### config.mk
export PLATFORM = sky130hd
export DESIGN_NAME = restarting_mean_onset_detector_unit
export DESIGN_NICKNAME = d
export VERILOG_FILES = /design/src/hw/rtl/rmod_pkg.sv /design/src/hw/rtl/restarting_mean_onset_detector_unit.sv /design/src/hw/rtl/rmod_div.sv
export SDC_FILE = /design/constraint.sdc
export NUM_CORES = 2
export LEC_CHECK = 0
export BUFFER_PORTS_ARGS = -buffer_cell sky130_fd_sc_hd__buf_2
export CAP_MARGIN = 20
export CORE_MARGIN = 5
export CORE_UTILIZATION = 55
export CTS_CLUSTER_SIZE = 8
export DETAILED_ROUTE_END_ITERATION = 16
export GPL_TIMING_DRIVEN = 0
export PLACE_DENSITY = 0.77
export SLEW_MARGIN = 20
export SYNTH_ARGS = -nofsm -noshare
export SYNTH_HDL_FRONTEND = slang
export SYNTH_HIERARCHICAL = 1
export SYNTH_SLANG_ARGS = --single-unit
### constraint.sdc
create_clock -name clk -period 12.4 [get_ports clk]
set_clock_uncertainty 0.05 [all_clocks]
set_input_delay 2.48 -clock clk [delete_from_list [all_inputs] [get_ports clk]]
set_output_delay 2.48 -clock clk [all_outputs]
set_load 0.005 [all_outputs]
### src/hw/rtl/rmod_pkg.sv
`default_nettype none
// ----------------------------------------------------------------------------
// rmod_pkg
// Shared widths, constants and types of the restarting mean onset detector.
// ----------------------------------------------------------------------------
package rmod_pkg;

	localparam int SAMPLE_W = 24;   // input sample, signed fixed point
	localparam int COUNT_W  = 16;   // averaging count and config registers
	localparam int NUM_W    = 40;   // magnitude of (n-1)*mean + sample
	localparam int SCALED_W = 38;   // scaled sample / scaled mean / change
	localparam int EXCESS_W = 37;   // clipped excess
	localparam int STEP_W   = $clog2(NUM_W);

	localparam int SCALE_FACTOR = 10000;
	localparam int SCALE_K_W    = 15;
	localparam int WIN_RESET    = 1000;
	localparam int RST_RESET    = 200;

	localparam int OUT_DATA_W = ((3 * SCALED_W + EXCESS_W + 7) / 8) * 8;

	// configuration register indexes
	localparam logic REG_WINDOW_LIMIT  = 1'b0;
	localparam logic REG_RESTART_COUNT = 1'b1;

	typedef enum logic [2:0] {
		ST_IDLE,
		ST_MUL,
		ST_DIV,
		ST_SCALE,
		ST_OUT
	} state_t;

endpackage : rmod_pkg
`default_nettype wire

### src/hw/rtl/restarting_mean_onset_detector_unit.sv
`default_nettype none
// ----------------------------------------------------------------------------
// restarting_mean_onset_detector_unit
// Cumulative mean of a feature stream with count restart, scaled excess output.
// ----------------------------------------------------------------------------
// Input stream s_*: one signed 24-bit sample per request in s_tdata.
// Output stream m_*: one result per sample, m_tdata fields scaled by 10000:
//   scaled sample, updated scaled mean, clipped excess and excess change.
// Config port wr_*: index 0 window limit, index 1 restart count; write only
//   while no sample is in flight.
// Each sample goes from input request to output valid in these steps: the
//   (count-1)*mean + sample product and divider load, the bit-serial divider
//   (one quotient bit per cycle) until done, the quotient taken as the new
//   mean with the scaling multiplies, and excess and output load. A new sample
//   is taken only after the last one's output load; s_tready is high only
//   between samples.
// The output register lets the next sample be taken while a result waits;
//   if m_tready stays low the block holds the following result before its
//   output load until the register frees.
// Reset clears count, mean and excess history and loads the config defaults
//   (window limit 1000, restart count 200).
// ----------------------------------------------------------------------------
module restarting_mean_onset_detector_unit
	import rmod_pkg::*;
(
	input  wire logic                  clk,
	input  wire logic                  arst_n,
	// config write port
	input  wire logic                  wr_en,
	input  wire logic                  wr_index,
	input  wire logic [COUNT_W-1:0]    wr_data,
	// input stream
	input  wire logic                  s_tvalid,
	output logic                       s_tready,
	input  wire logic [SAMPLE_W-1:0]   s_tdata,    // [23:0] sample
	// output stream
	output logic                       m_tvalid,
	input  wire logic                  m_tready,
	output logic [OUT_DATA_W-1:0]      m_tdata     // [37:0] scaled_sample,
	                                               // [75:38] scaled_mean,
	                                               // [112:76] excess,
	                                               // [150:113] excess_change
);

	localparam logic signed [SCALE_K_W-1:0] SCALE_K = SCALE_K_W'(SCALE_FACTOR);

	state_t state_q, state_d;

	logic [COUNT_W-1:0]         window_q;
	logic [COUNT_W-1:0]         restart_q;
	logic [COUNT_W-1:0]         count_q;
	logic signed [SAMPLE_W-1:0] mean_q;
	logic [EXCESS_W-1:0]        prev_q;
	logic [EXCESS_W-1:0]        prev2_q;
	logic                       m_tvalid_q;

	logic signed [SAMPLE_W-1:0] sample_q;
	logic [COUNT_W-1:0]         n_q;
	logic                       neg_q;
	logic signed [SCALED_W-1:0] ss_q;
	logic signed [SCALED_W-1:0] sm_q;
	logic [SCALED_W-1:0]        out_ss_q;
	logic [SCALED_W-1:0]        out_sm_q;
	logic [EXCESS_W-1:0]        out_ex_q;
	logic [SCALED_W-1:0]        out_chg_q;

	logic                       in_req;
	logic                       out_load;
	logic [COUNT_W:0]           count_inc;
	logic [COUNT_W-1:0]         count_next;

	logic [COUNT_W-1:0]         n_less;
	logic signed [NUM_W:0]      prod;
	logic signed [NUM_W:0]      num;
	logic [NUM_W:0]             num_mag;

	logic                       div_done;
	logic [SAMPLE_W-1:0]        quot;
	logic signed [SAMPLE_W-1:0] mean_new;
	logic signed [SAMPLE_W+SCALE_K_W-1:0] ss_full;
	logic signed [SAMPLE_W+SCALE_K_W-1:0] sm_full;

	logic [SCALED_W:0]          diff;
	logic [EXCESS_W-1:0]        ex;
	logic [SCALED_W-1:0]        chg;

	assign in_req   = s_tvalid && s_tready;
	assign out_load = (state_q == ST_OUT) && (!m_tvalid_q || m_tready);

	// count restart; count + 1 is one bit wider so it never wraps
	assign count_inc  = {1'b0, count_q} + 1'b1;
	assign count_next = (count_inc >= {1'b0, window_q}) ? restart_q : count_inc[COUNT_W-1:0];

	// (n-1)*mean + sample, split into sign and magnitude for the divider
	assign n_less  = n_q - 1'b1;
	assign prod    = $signed({1'b0, n_less}) * mean_q;
	assign num     = prod + (NUM_W+1)'(sample_q);
	assign num_mag = num[NUM_W] ? -num : num;

	rmod_div u_div (
		.clk      (clk),
		.arst_n   (arst_n),
		.start    (state_q == ST_MUL),
		.dividend (num_mag[NUM_W-1:0]),
		.divisor  (n_q),
		.done     (div_done),
		.quotient (quot)
	);

	assign mean_new = neg_q ? -$signed(quot) : $signed(quot);
	assign ss_full  = sample_q * SCALE_K;
	assign sm_full  = mean_new * SCALE_K;

	// excess: clip below at zero and above at the 37-bit maximum
	assign diff = {ss_q[SCALED_W-1], ss_q} - {sm_q[SCALED_W-1], sm_q};
	always_comb begin
		if (diff[SCALED_W])
			ex = '0;
		else if (diff[EXCESS_W])
			ex = '1;
		else
			ex = diff[EXCESS_W-1:0];
	end
	assign chg = {1'b0, ex} - {1'b0, prev2_q};

	always_comb begin
		state_d  = state_q;
		s_tready = 1'b0;
		case (state_q)
			ST_IDLE: begin
				s_tready = 1'b1;
				if (s_tvalid)
					state_d = ST_MUL;
			end
			ST_MUL:   state_d = ST_DIV;
			ST_DIV:   if (div_done) state_d = ST_SCALE;
			ST_SCALE: state_d = ST_OUT;
			ST_OUT:   if (out_load) state_d = ST_IDLE;
			default:  state_d = ST_IDLE;
		endcase
	end

	always_ff @(posedge clk or negedge arst_n) begin
		if (!arst_n) begin
			state_q    <= ST_IDLE;
			window_q   <= COUNT_W'(WIN_RESET);
			restart_q  <= COUNT_W'(RST_RESET);
			count_q    <= '0;
			mean_q     <= '0;
			prev_q     <= '0;
			prev2_q    <= '0;
			m_tvalid_q <= 1'b0;
		end else begin
			state_q <= state_d;
			if (wr_en) begin
				case (wr_index)
					REG_WINDOW_LIMIT:  window_q  <= wr_data;
					REG_RESTART_COUNT: restart_q <= wr_data;
					default: ;
				endcase
			end
			if (in_req)
				count_q <= count_next;
			if (state_q == ST_SCALE)
				mean_q <= mean_new;
			if (out_load) begin
				prev2_q    <= prev_q;
				prev_q     <= ex;
				m_tvalid_q <= 1'b1;
			end else if (m_tready) begin
				m_tvalid_q <= 1'b0;
			end
		end
	end

	// payload registers
	always_ff @(posedge clk) begin
		if (in_req) begin
			sample_q <= $signed(s_tdata);
			// a zero count divides as one
			n_q      <= (count_next == '0) ? COUNT_W'(1) : count_next;
		end
		if (state_q == ST_MUL)
			neg_q <= num[NUM_W];
		if (state_q == ST_SCALE) begin
			ss_q <= ss_full[SCALED_W-1:0];
			sm_q <= sm_full[SCALED_W-1:0];
		end
		if (out_load) begin
			out_ss_q  <= ss_q;
			out_sm_q  <= sm_q;
			out_ex_q  <= ex;
			out_chg_q <= chg;
		end
	end

	assign m_tvalid = m_tvalid_q;
	assign m_tdata  = {{(OUT_DATA_W - 3*SCALED_W - EXCESS_W){1'b0}},
		out_chg_q, out_ex_q, out_sm_q, out_ss_q};

endmodule : restarting_mean_onset_detector_unit
`default_nettype wire

### src/hw/rtl/rmod_div.sv
`default_nettype none
// ----------------------------------------------------------------------------
// rmod_div
// Bit-serial restoring divider: one quotient bit per cycle.
// Unsigned dividend by a non-zero unsigned divisor; quotient holds after done.
// ----------------------------------------------------------------------------
module rmod_div
	import rmod_pkg::*;
(
	input  wire logic                clk,
	input  wire logic                arst_n,
	input  wire logic                start,
	input  wire logic [NUM_W-1:0]    dividend,
	input  wire logic [COUNT_W-1:0]  divisor,
	output logic                     done,
	output logic [SAMPLE_W-1:0]      quotient
);

	logic               busy_q;
	logic               done_q;
	logic [STEP_W-1:0]  step_q;
	logic [NUM_W-1:0]   work_q;   // dividend shifts out, quotient shifts in
	logic [COUNT_W-1:0] rem_q;
	logic [COUNT_W-1:0] den_q;

	logic [COUNT_W:0]   trial;
	logic [COUNT_W:0]   trial_sub;
	logic               fits;

	assign trial     = {rem_q, work_q[NUM_W-1]};
	assign trial_sub = trial - {1'b0, den_q};
	assign fits      = (trial >= {1'b0, den_q});

	always_ff @(posedge clk or negedge arst_n) begin
		if (!arst_n) begin
			busy_q <= 1'b0;
			done_q <= 1'b0;
			step_q <= '0;
		end else begin
			done_q <= 1'b0;
			if (start) begin
				busy_q <= 1'b1;
				step_q <= '0;
			end else if (busy_q) begin
				step_q <= step_q + 1'b1;
				if (step_q == STEP_W'(NUM_W - 1)) begin
					busy_q <= 1'b0;
					done_q <= 1'b1;
				end
			end
		end
	end

	always_ff @(posedge clk) begin
		if (start) begin
			work_q <= dividend;
			rem_q  <= '0;
			den_q  <= divisor;
		end else if (busy_q) begin
			// remainder stays below the divisor, so the top bit drops safely
			rem_q  <= fits ? trial_sub[COUNT_W-1:0] : trial[COUNT_W-1:0];
			work_q <= {work_q[NUM_W-2:0], fits};
		end
	end

	assign done     = done_q;
	assign quotient = work_q[SAMPLE_W-1:0];

endmodule : rmod_div
`default_nettype wire
* Word level (Yosys, flattened, before mapping)
Index checks and enable logic that the tools add are counted.
Word-level totals: bits in writable memories 0, word-level logic and storage cells 80, memory bits (read-only) 0, output and inout port bits 154, latch bits 0, bits in registers 482, memories 0, input port bits 46
Operators by class: add/subtract/negate cells 9, $lt $le $gt $ge 2, divide/modulo/power cells 0, reduce and logical (&&, ||, !) cells 11, equal/unequal tests 8, bitwise gates (word level) 1, $mul 3, shift operators 0, multiplexer cells 23
Operators with widths (number):
- two-way mux 40 bit | 3
- two-way mux 37 bit | 2
- multiplier 24 x 11 -> 34 bit, second input constant | 2
- adder 41 x 24 -> 41 bit | 1
- multiplier 17 x 24 -> 41 bit | 1
- negation 40 bit | 1
- subtractor 38 x 38 -> 39 bit | 1
- subtractor 37 x 37 -> 38 bit | 1
- greater-or-equal comparator 17 x 16 -> 1 bit | 2
- two-way mux 16 bit | 2
- two-way mux 24 bit | 1
- negation 24 bit | 1
- adder 16 x 1 -> 17 bit, second input constant | 1
- zero test 16 bit | 1
- subtractor 16 x 1 -> 16 bit, second input constant | 1
- subtractor 16 bit | 1
- one-hot mux 3 bit (5 select lines) | 1
- two-way mux 6 bit | 2
- two-way mux 1 bit | 9
- two-way mux 3 bit | 3
- adder 6 x 1 -> 6 bit, second input constant | 1
- equality test 3 x 2 -> 1 bit, second input constant | 2
- equality test 6 bit, second input constant | 1
- inequality test 2 bit, second input constant | 2
- 11 further kinds | 14

* Logic depth before layout (Yosys ltp)
word-level depth 6, depth in mapped cells 36, mapped depth without buffers 33

* Cells and area by module
The synthesis kept the hierarchy.
By module, submodules not included:
- restarting_mean_onset_detector_unit | cells each 4375, area an instance 42851.1 µm², times used 1
- rmod_div | cells each 363, area an instance 4250.3 µm², times used 1

* Worst setup path before layout
Ideal clock, no wire load.
path type register to register, start point register n_q[0], end point register u_div.work_q[39] (data pin), clock period less this slack 9079 ps, buffers on the path 4, setup time 260 ps, arrival 8770 ps, stages on the path, launching flop included 35, slack 3321 ps, data required time 12090 ps, cells stage by stage edfxtp_1 clkbuf_1 clkinv_1 clkbuf_1 ha_1 inv_1 or3_1 xnor2_1 clkbuf_1 nand2_1 fa_1 inv_1 fa_1 inv_1 fa_1 inv_1 fa_1 fa_1 inv_1 fa_1 inv_1 ha_1 and2_1 clkbuf_2 or3_1 a21oi_2 o31ai_1 a21o_1 xor2_1 or4_4 nor2_4 and4_4 a41oi_2 xnor3_1 mux2_2
On the way: cells in the longest elaborated chain, start to end 6
RTL lines:
- start, declared | RTL line restarting_mean_onset_detector_unit.sv:58 | logic [COUNT_W-1:0] n_q;
- start signal, assigned | RTL line restarting_mean_onset_detector_unit.sv:181 | n_q <= (count_next == '0) ? COUNT_W'(1) : count_next;
- subtractor 16 x 1 -> 16 bit * | RTL line restarting_mean_onset_detector_unit.sv:95 | assign n_less = n_q - 1'b1;
- multiplier 17 x 24 -> 41 bit * | RTL line restarting_mean_onset_detector_unit.sv:96 | assign prod = $signed({1'b0, n_less}) * mean_q;
- adder 41 x 24 -> 41 bit * | RTL line restarting_mean_onset_detector_unit.sv:97 | assign num = prod + (NUM_W+1)'(sample_q);
- negation 40 bit | RTL line restarting_mean_onset_detector_unit.sv:98 | assign num_mag = num[NUM_W] ? -num : num;
- two-way mux 40 bit * | RTL line restarting_mean_onset_detector_unit.sv:98
- via num_mag[39] | RTL line restarting_mean_onset_detector_unit.sv:75 | logic [NUM_W:0] num_mag;
- two-way mux 40 bit * | RTL line rmod_div.sv:55 | if (start) begin
- end signal, assigned | RTL line rmod_div.sv:56 | work_q <= dividend;
- end signal, assigned | RTL line rmod_div.sv:62 | work_q <= {work_q[NUM_W-2:0], fits};
- end, declared | RTL line rmod_div.sv:22 | logic [NUM_W-1:0] work_q;
The timed path passes the listed nets; every way through them passes the cells marked *. A chain may end at the register's enable or synchronous reset.

* Worst setup path in the final report
start point register n_q[0], end point register u_div.work_q[22] (data pin)
The elaborated chain is that of the path after synthesis.

==> run metrics <==
row cnt 107; clock buffer depth 3; grt total ovfl 0; drt total wl between 100 and 150 mm; total core area approximately 85000 µm²; # setup viols final 0; slowest stage cell, crit path xor2_1; IO Port Bufs 190; Final ANT Viol Nets 0; Nets around 6100; dpl ws around 0.64 ns; min cycle time layout ~12 ns; Storage cell area approximately 13000 µm²; setup ws final a little under 0.9 ns; DR DRC count 0; H-tree Lvls 3; Syn. warnings 6; XOR/XNOR share of the synthesized area between 4 and 5%; Chip Width between 300 and 400 µm; Avg Inst Size Synth a little under 10 µm²; multi-input logic area 29700 µm²; most used cell along the critical path fa_1; DPL Wire Length about 95 mm; RePlAce Congestion about 0.94; Clock transition at path regs 0.05 ns; Starting DRT DRC Count 2326; Max Fclk a little under 90 MHz; Max-Slew Margin vs Limit a little over a fifth; post-synthesis mux area share under 10%; clock insertion delay at the later pin of the skew report ~0.63 ns; critical path peak fanout 10; Post-synth EDFFs approximately 300; post-synthesis cell type count 90; Most used DFF post-synth edfxtp_1; CP Class flip-flop to flip-flop; final setup TNS 0 ns; largest net degree at the start of global routing 93; Compound-Gate Fraction of Synth Area a little under a tenth; post-synthesis sequential area ratio between 20 and 30%; first-pass GRT wire length roughly 190 mm; fin crit share around 93%; max-slew violations 0; post-synthesis adder-cell area fraction roughly a third; FF+latch count, synth 471; total number of vias 34000; outcome finished, final reports clean; Post-synth ARST share between 30 and 40%; Num Clock Sinks 471; I/O Pins 200; min-delay worst type flip-flop to flip-flop; CTS Buf Count 70; drt via density ~5.5; Mapped Cells around 4700; RSZ-0062 raised after global routing no; CP peak stage delay 0.67 ns; Setup crit start n_q[0]; max cap viols 0; CTS root buffer clkbuf_16; Die H about 300 µm; crit path capture type flip-flop; synth-to-layout area growth 10.1%; crit path DAT approximately 12 ns; GRT Util Overall 26.1%; hold_buf cts 0; starting density of the core a little under three fifths; vias in the first global route 36200; Worst Tran Pin Value approximately 1.2 ns; # fillers approximately 7000; largest family of logic cells by synthesized area adder cells; Worst Setup Start Kind flip-flop; first drt pass iteration count 5; initial antenna violation count 4; routed len/inst ~19 µm; Post-Syn Area ~47000 µm²; final hold violations 0; R2R Path Start n_q[0]; TritonCTS clock tree yes; total die area 91600 µm²; Synth Area in Simple Gates a little under an eighth; Req. time, crit path between 10 and 15 ns; fraction of layout instances using a drive strength above 1 ~9%; min-delay src ss_q[4]
-- worst paths after layout --
| path | endpoint | slack (ns) | cells after the start |
|---|---|---|---|
| worst max-delay path | u_div/work_q[22] | 0.87 | 33 |
| worst min-delay path | out_ss_q[4] | 0.40 | 0 |
| worst max register to register | u_div/work_q[22] | 0.87 | 33 |
| worst min register to register | out_ss_q[4] | 0.40 | 0 |
| max in group asynchronous | prev_q[4] | 9.63 | 2 |
| min in group asynchronous | mean_q[21] | 1.78 | 1 |
-- Yosys cell counts, types with 13 or more instances --
master,instances,area share [%]
nand2_1,509,4.1
clkbuf_1,116,0.92
a21o_1,77,1.2
and3_1,20,0.27
nor2_1,189,1.5
a211oi_1,36,0.57
nor3b_1,13,0.21
a31oi_1,29,0.39
xnor2_1,165,3.1
nand4_1,23,0.31
nand3_1,55,0.58
and2_1,89,1.2
o21bai_1,24,0.38
fa_1,540,23
o211ai_1,13,0.21
dfrtp_1,143,7.6
ha_1,459,12
o21a_1,27,0.43
xor2_1,84,1.6
mux2i_1,16,0.34
nor4_1,15,0.20
nor3_1,49,0.52
nor2b_1,84,1.1
o31ai_1,18,0.29
dfxtp_1,16,0.68
o21ai_0,200,2.1
buf_4,38,0.61
inv_1,909,7.2
a21oi_1,164,1.7
mux2_2,87,2.1
edfxtp_1,303,19
or3_1,19,0.25
nand2b_1,47,0.62
-- worst max-delay path: cells and delay by family (launching register included) --
family	cells	cell delay, ns
AND/OR/NAND/NOR	3	0.40
flip-flops	1	0.34
XOR/XNOR	3	1.33
AO/OA/AOI/OAI	9	1.95
multiplexers	1	0.30
buffers and inverters	9	3.06
adder cells (fa/ha/maj)	8	3.80
-- stage by stage --
stage | hold WS (ns) | std cells | instance area (µm²) | util [%]
detailed placement | 0.382 | 6088 | 49700 | 58.4
floorplan | 0.374 | 4746 | 47100 | -
CTS | 0.401 | 6211 | 51900 | 60.9
finish | 0.401 | 6213 | 51900 | 60.9
global route | 0.414 | 6211 | 51900 | 60.9
global placement | 0.381 | 6080 | 49500 | 58.2
-- metal layers --
metal	track usage [%]	up-vias	routed length (µm)
met2	45.2	1107	57100
met1	32.7	16800	46700
met3	3.76	275	7230
li1	-	15900	-
met5	0	-	0
met4	11.4	0	5700
-- repair_timing --
item | CTS | global route
endpoints found under the setup margin | 0 | 26
setup buffers | 0 | 0
resized for setup | 0 | 1
-- state kept, by name, summed over array words and instances (netlist names) --
name,flops
neg_q,1
n_q,16
state_q,3
window_q,16
count_q,16
mean_q,24
u_div/busy_q,1
u_div/done,1
prev_q,34
out_sm_q,34
prev2_q,34
out_ss_q,34
sample_q,24
u_div/step_q,6
sm_q,34
u_div/rem_q,16
restart_q,16
out_chg_q,36
ss_q,34
out_ex_q,34
u_div/work_q,40
u_div/den_q,16
m_tvalid,1
-- layout make-up --
cell class | instances | area share, %
multi-input combinational | 3189 | 57.2
antenna | 2 | 0.00965
clock buffer | 113 | 3.73
buffer | 174 | 1.60
tap | 1144 | 2.76
clock inverter | 10 | 0.410
inverter | 912 | 6.60
sequential | 471 | 25.5
timing repair buffer | 198 | 2.19
-- layout by cell type (no fill, tap or decap), types with 164 or more instances in the layout --
cell type	n
buf_2	198
ha_1	459
o21ai_0	200
nand2_1	509
fa_1	540
inv_1	908
a21oi_1	164
nor2_1	189
xnor2_1	165
edfxtp_1	303
-- cells by family after synthesis --
group                      count (synthesis)
and+or+nand+nor                         1144
buffers and inverters                   1086
adders and majority gates                999
AOI/OAI and AO/OA                        684
DFF                                      471
xor gates and xnor gates                 250
muxes                                    103
other                                      1
Power is not shown: default switching activity piles up to over one toggle a cycle in this logic, so the estimate is an artifact.
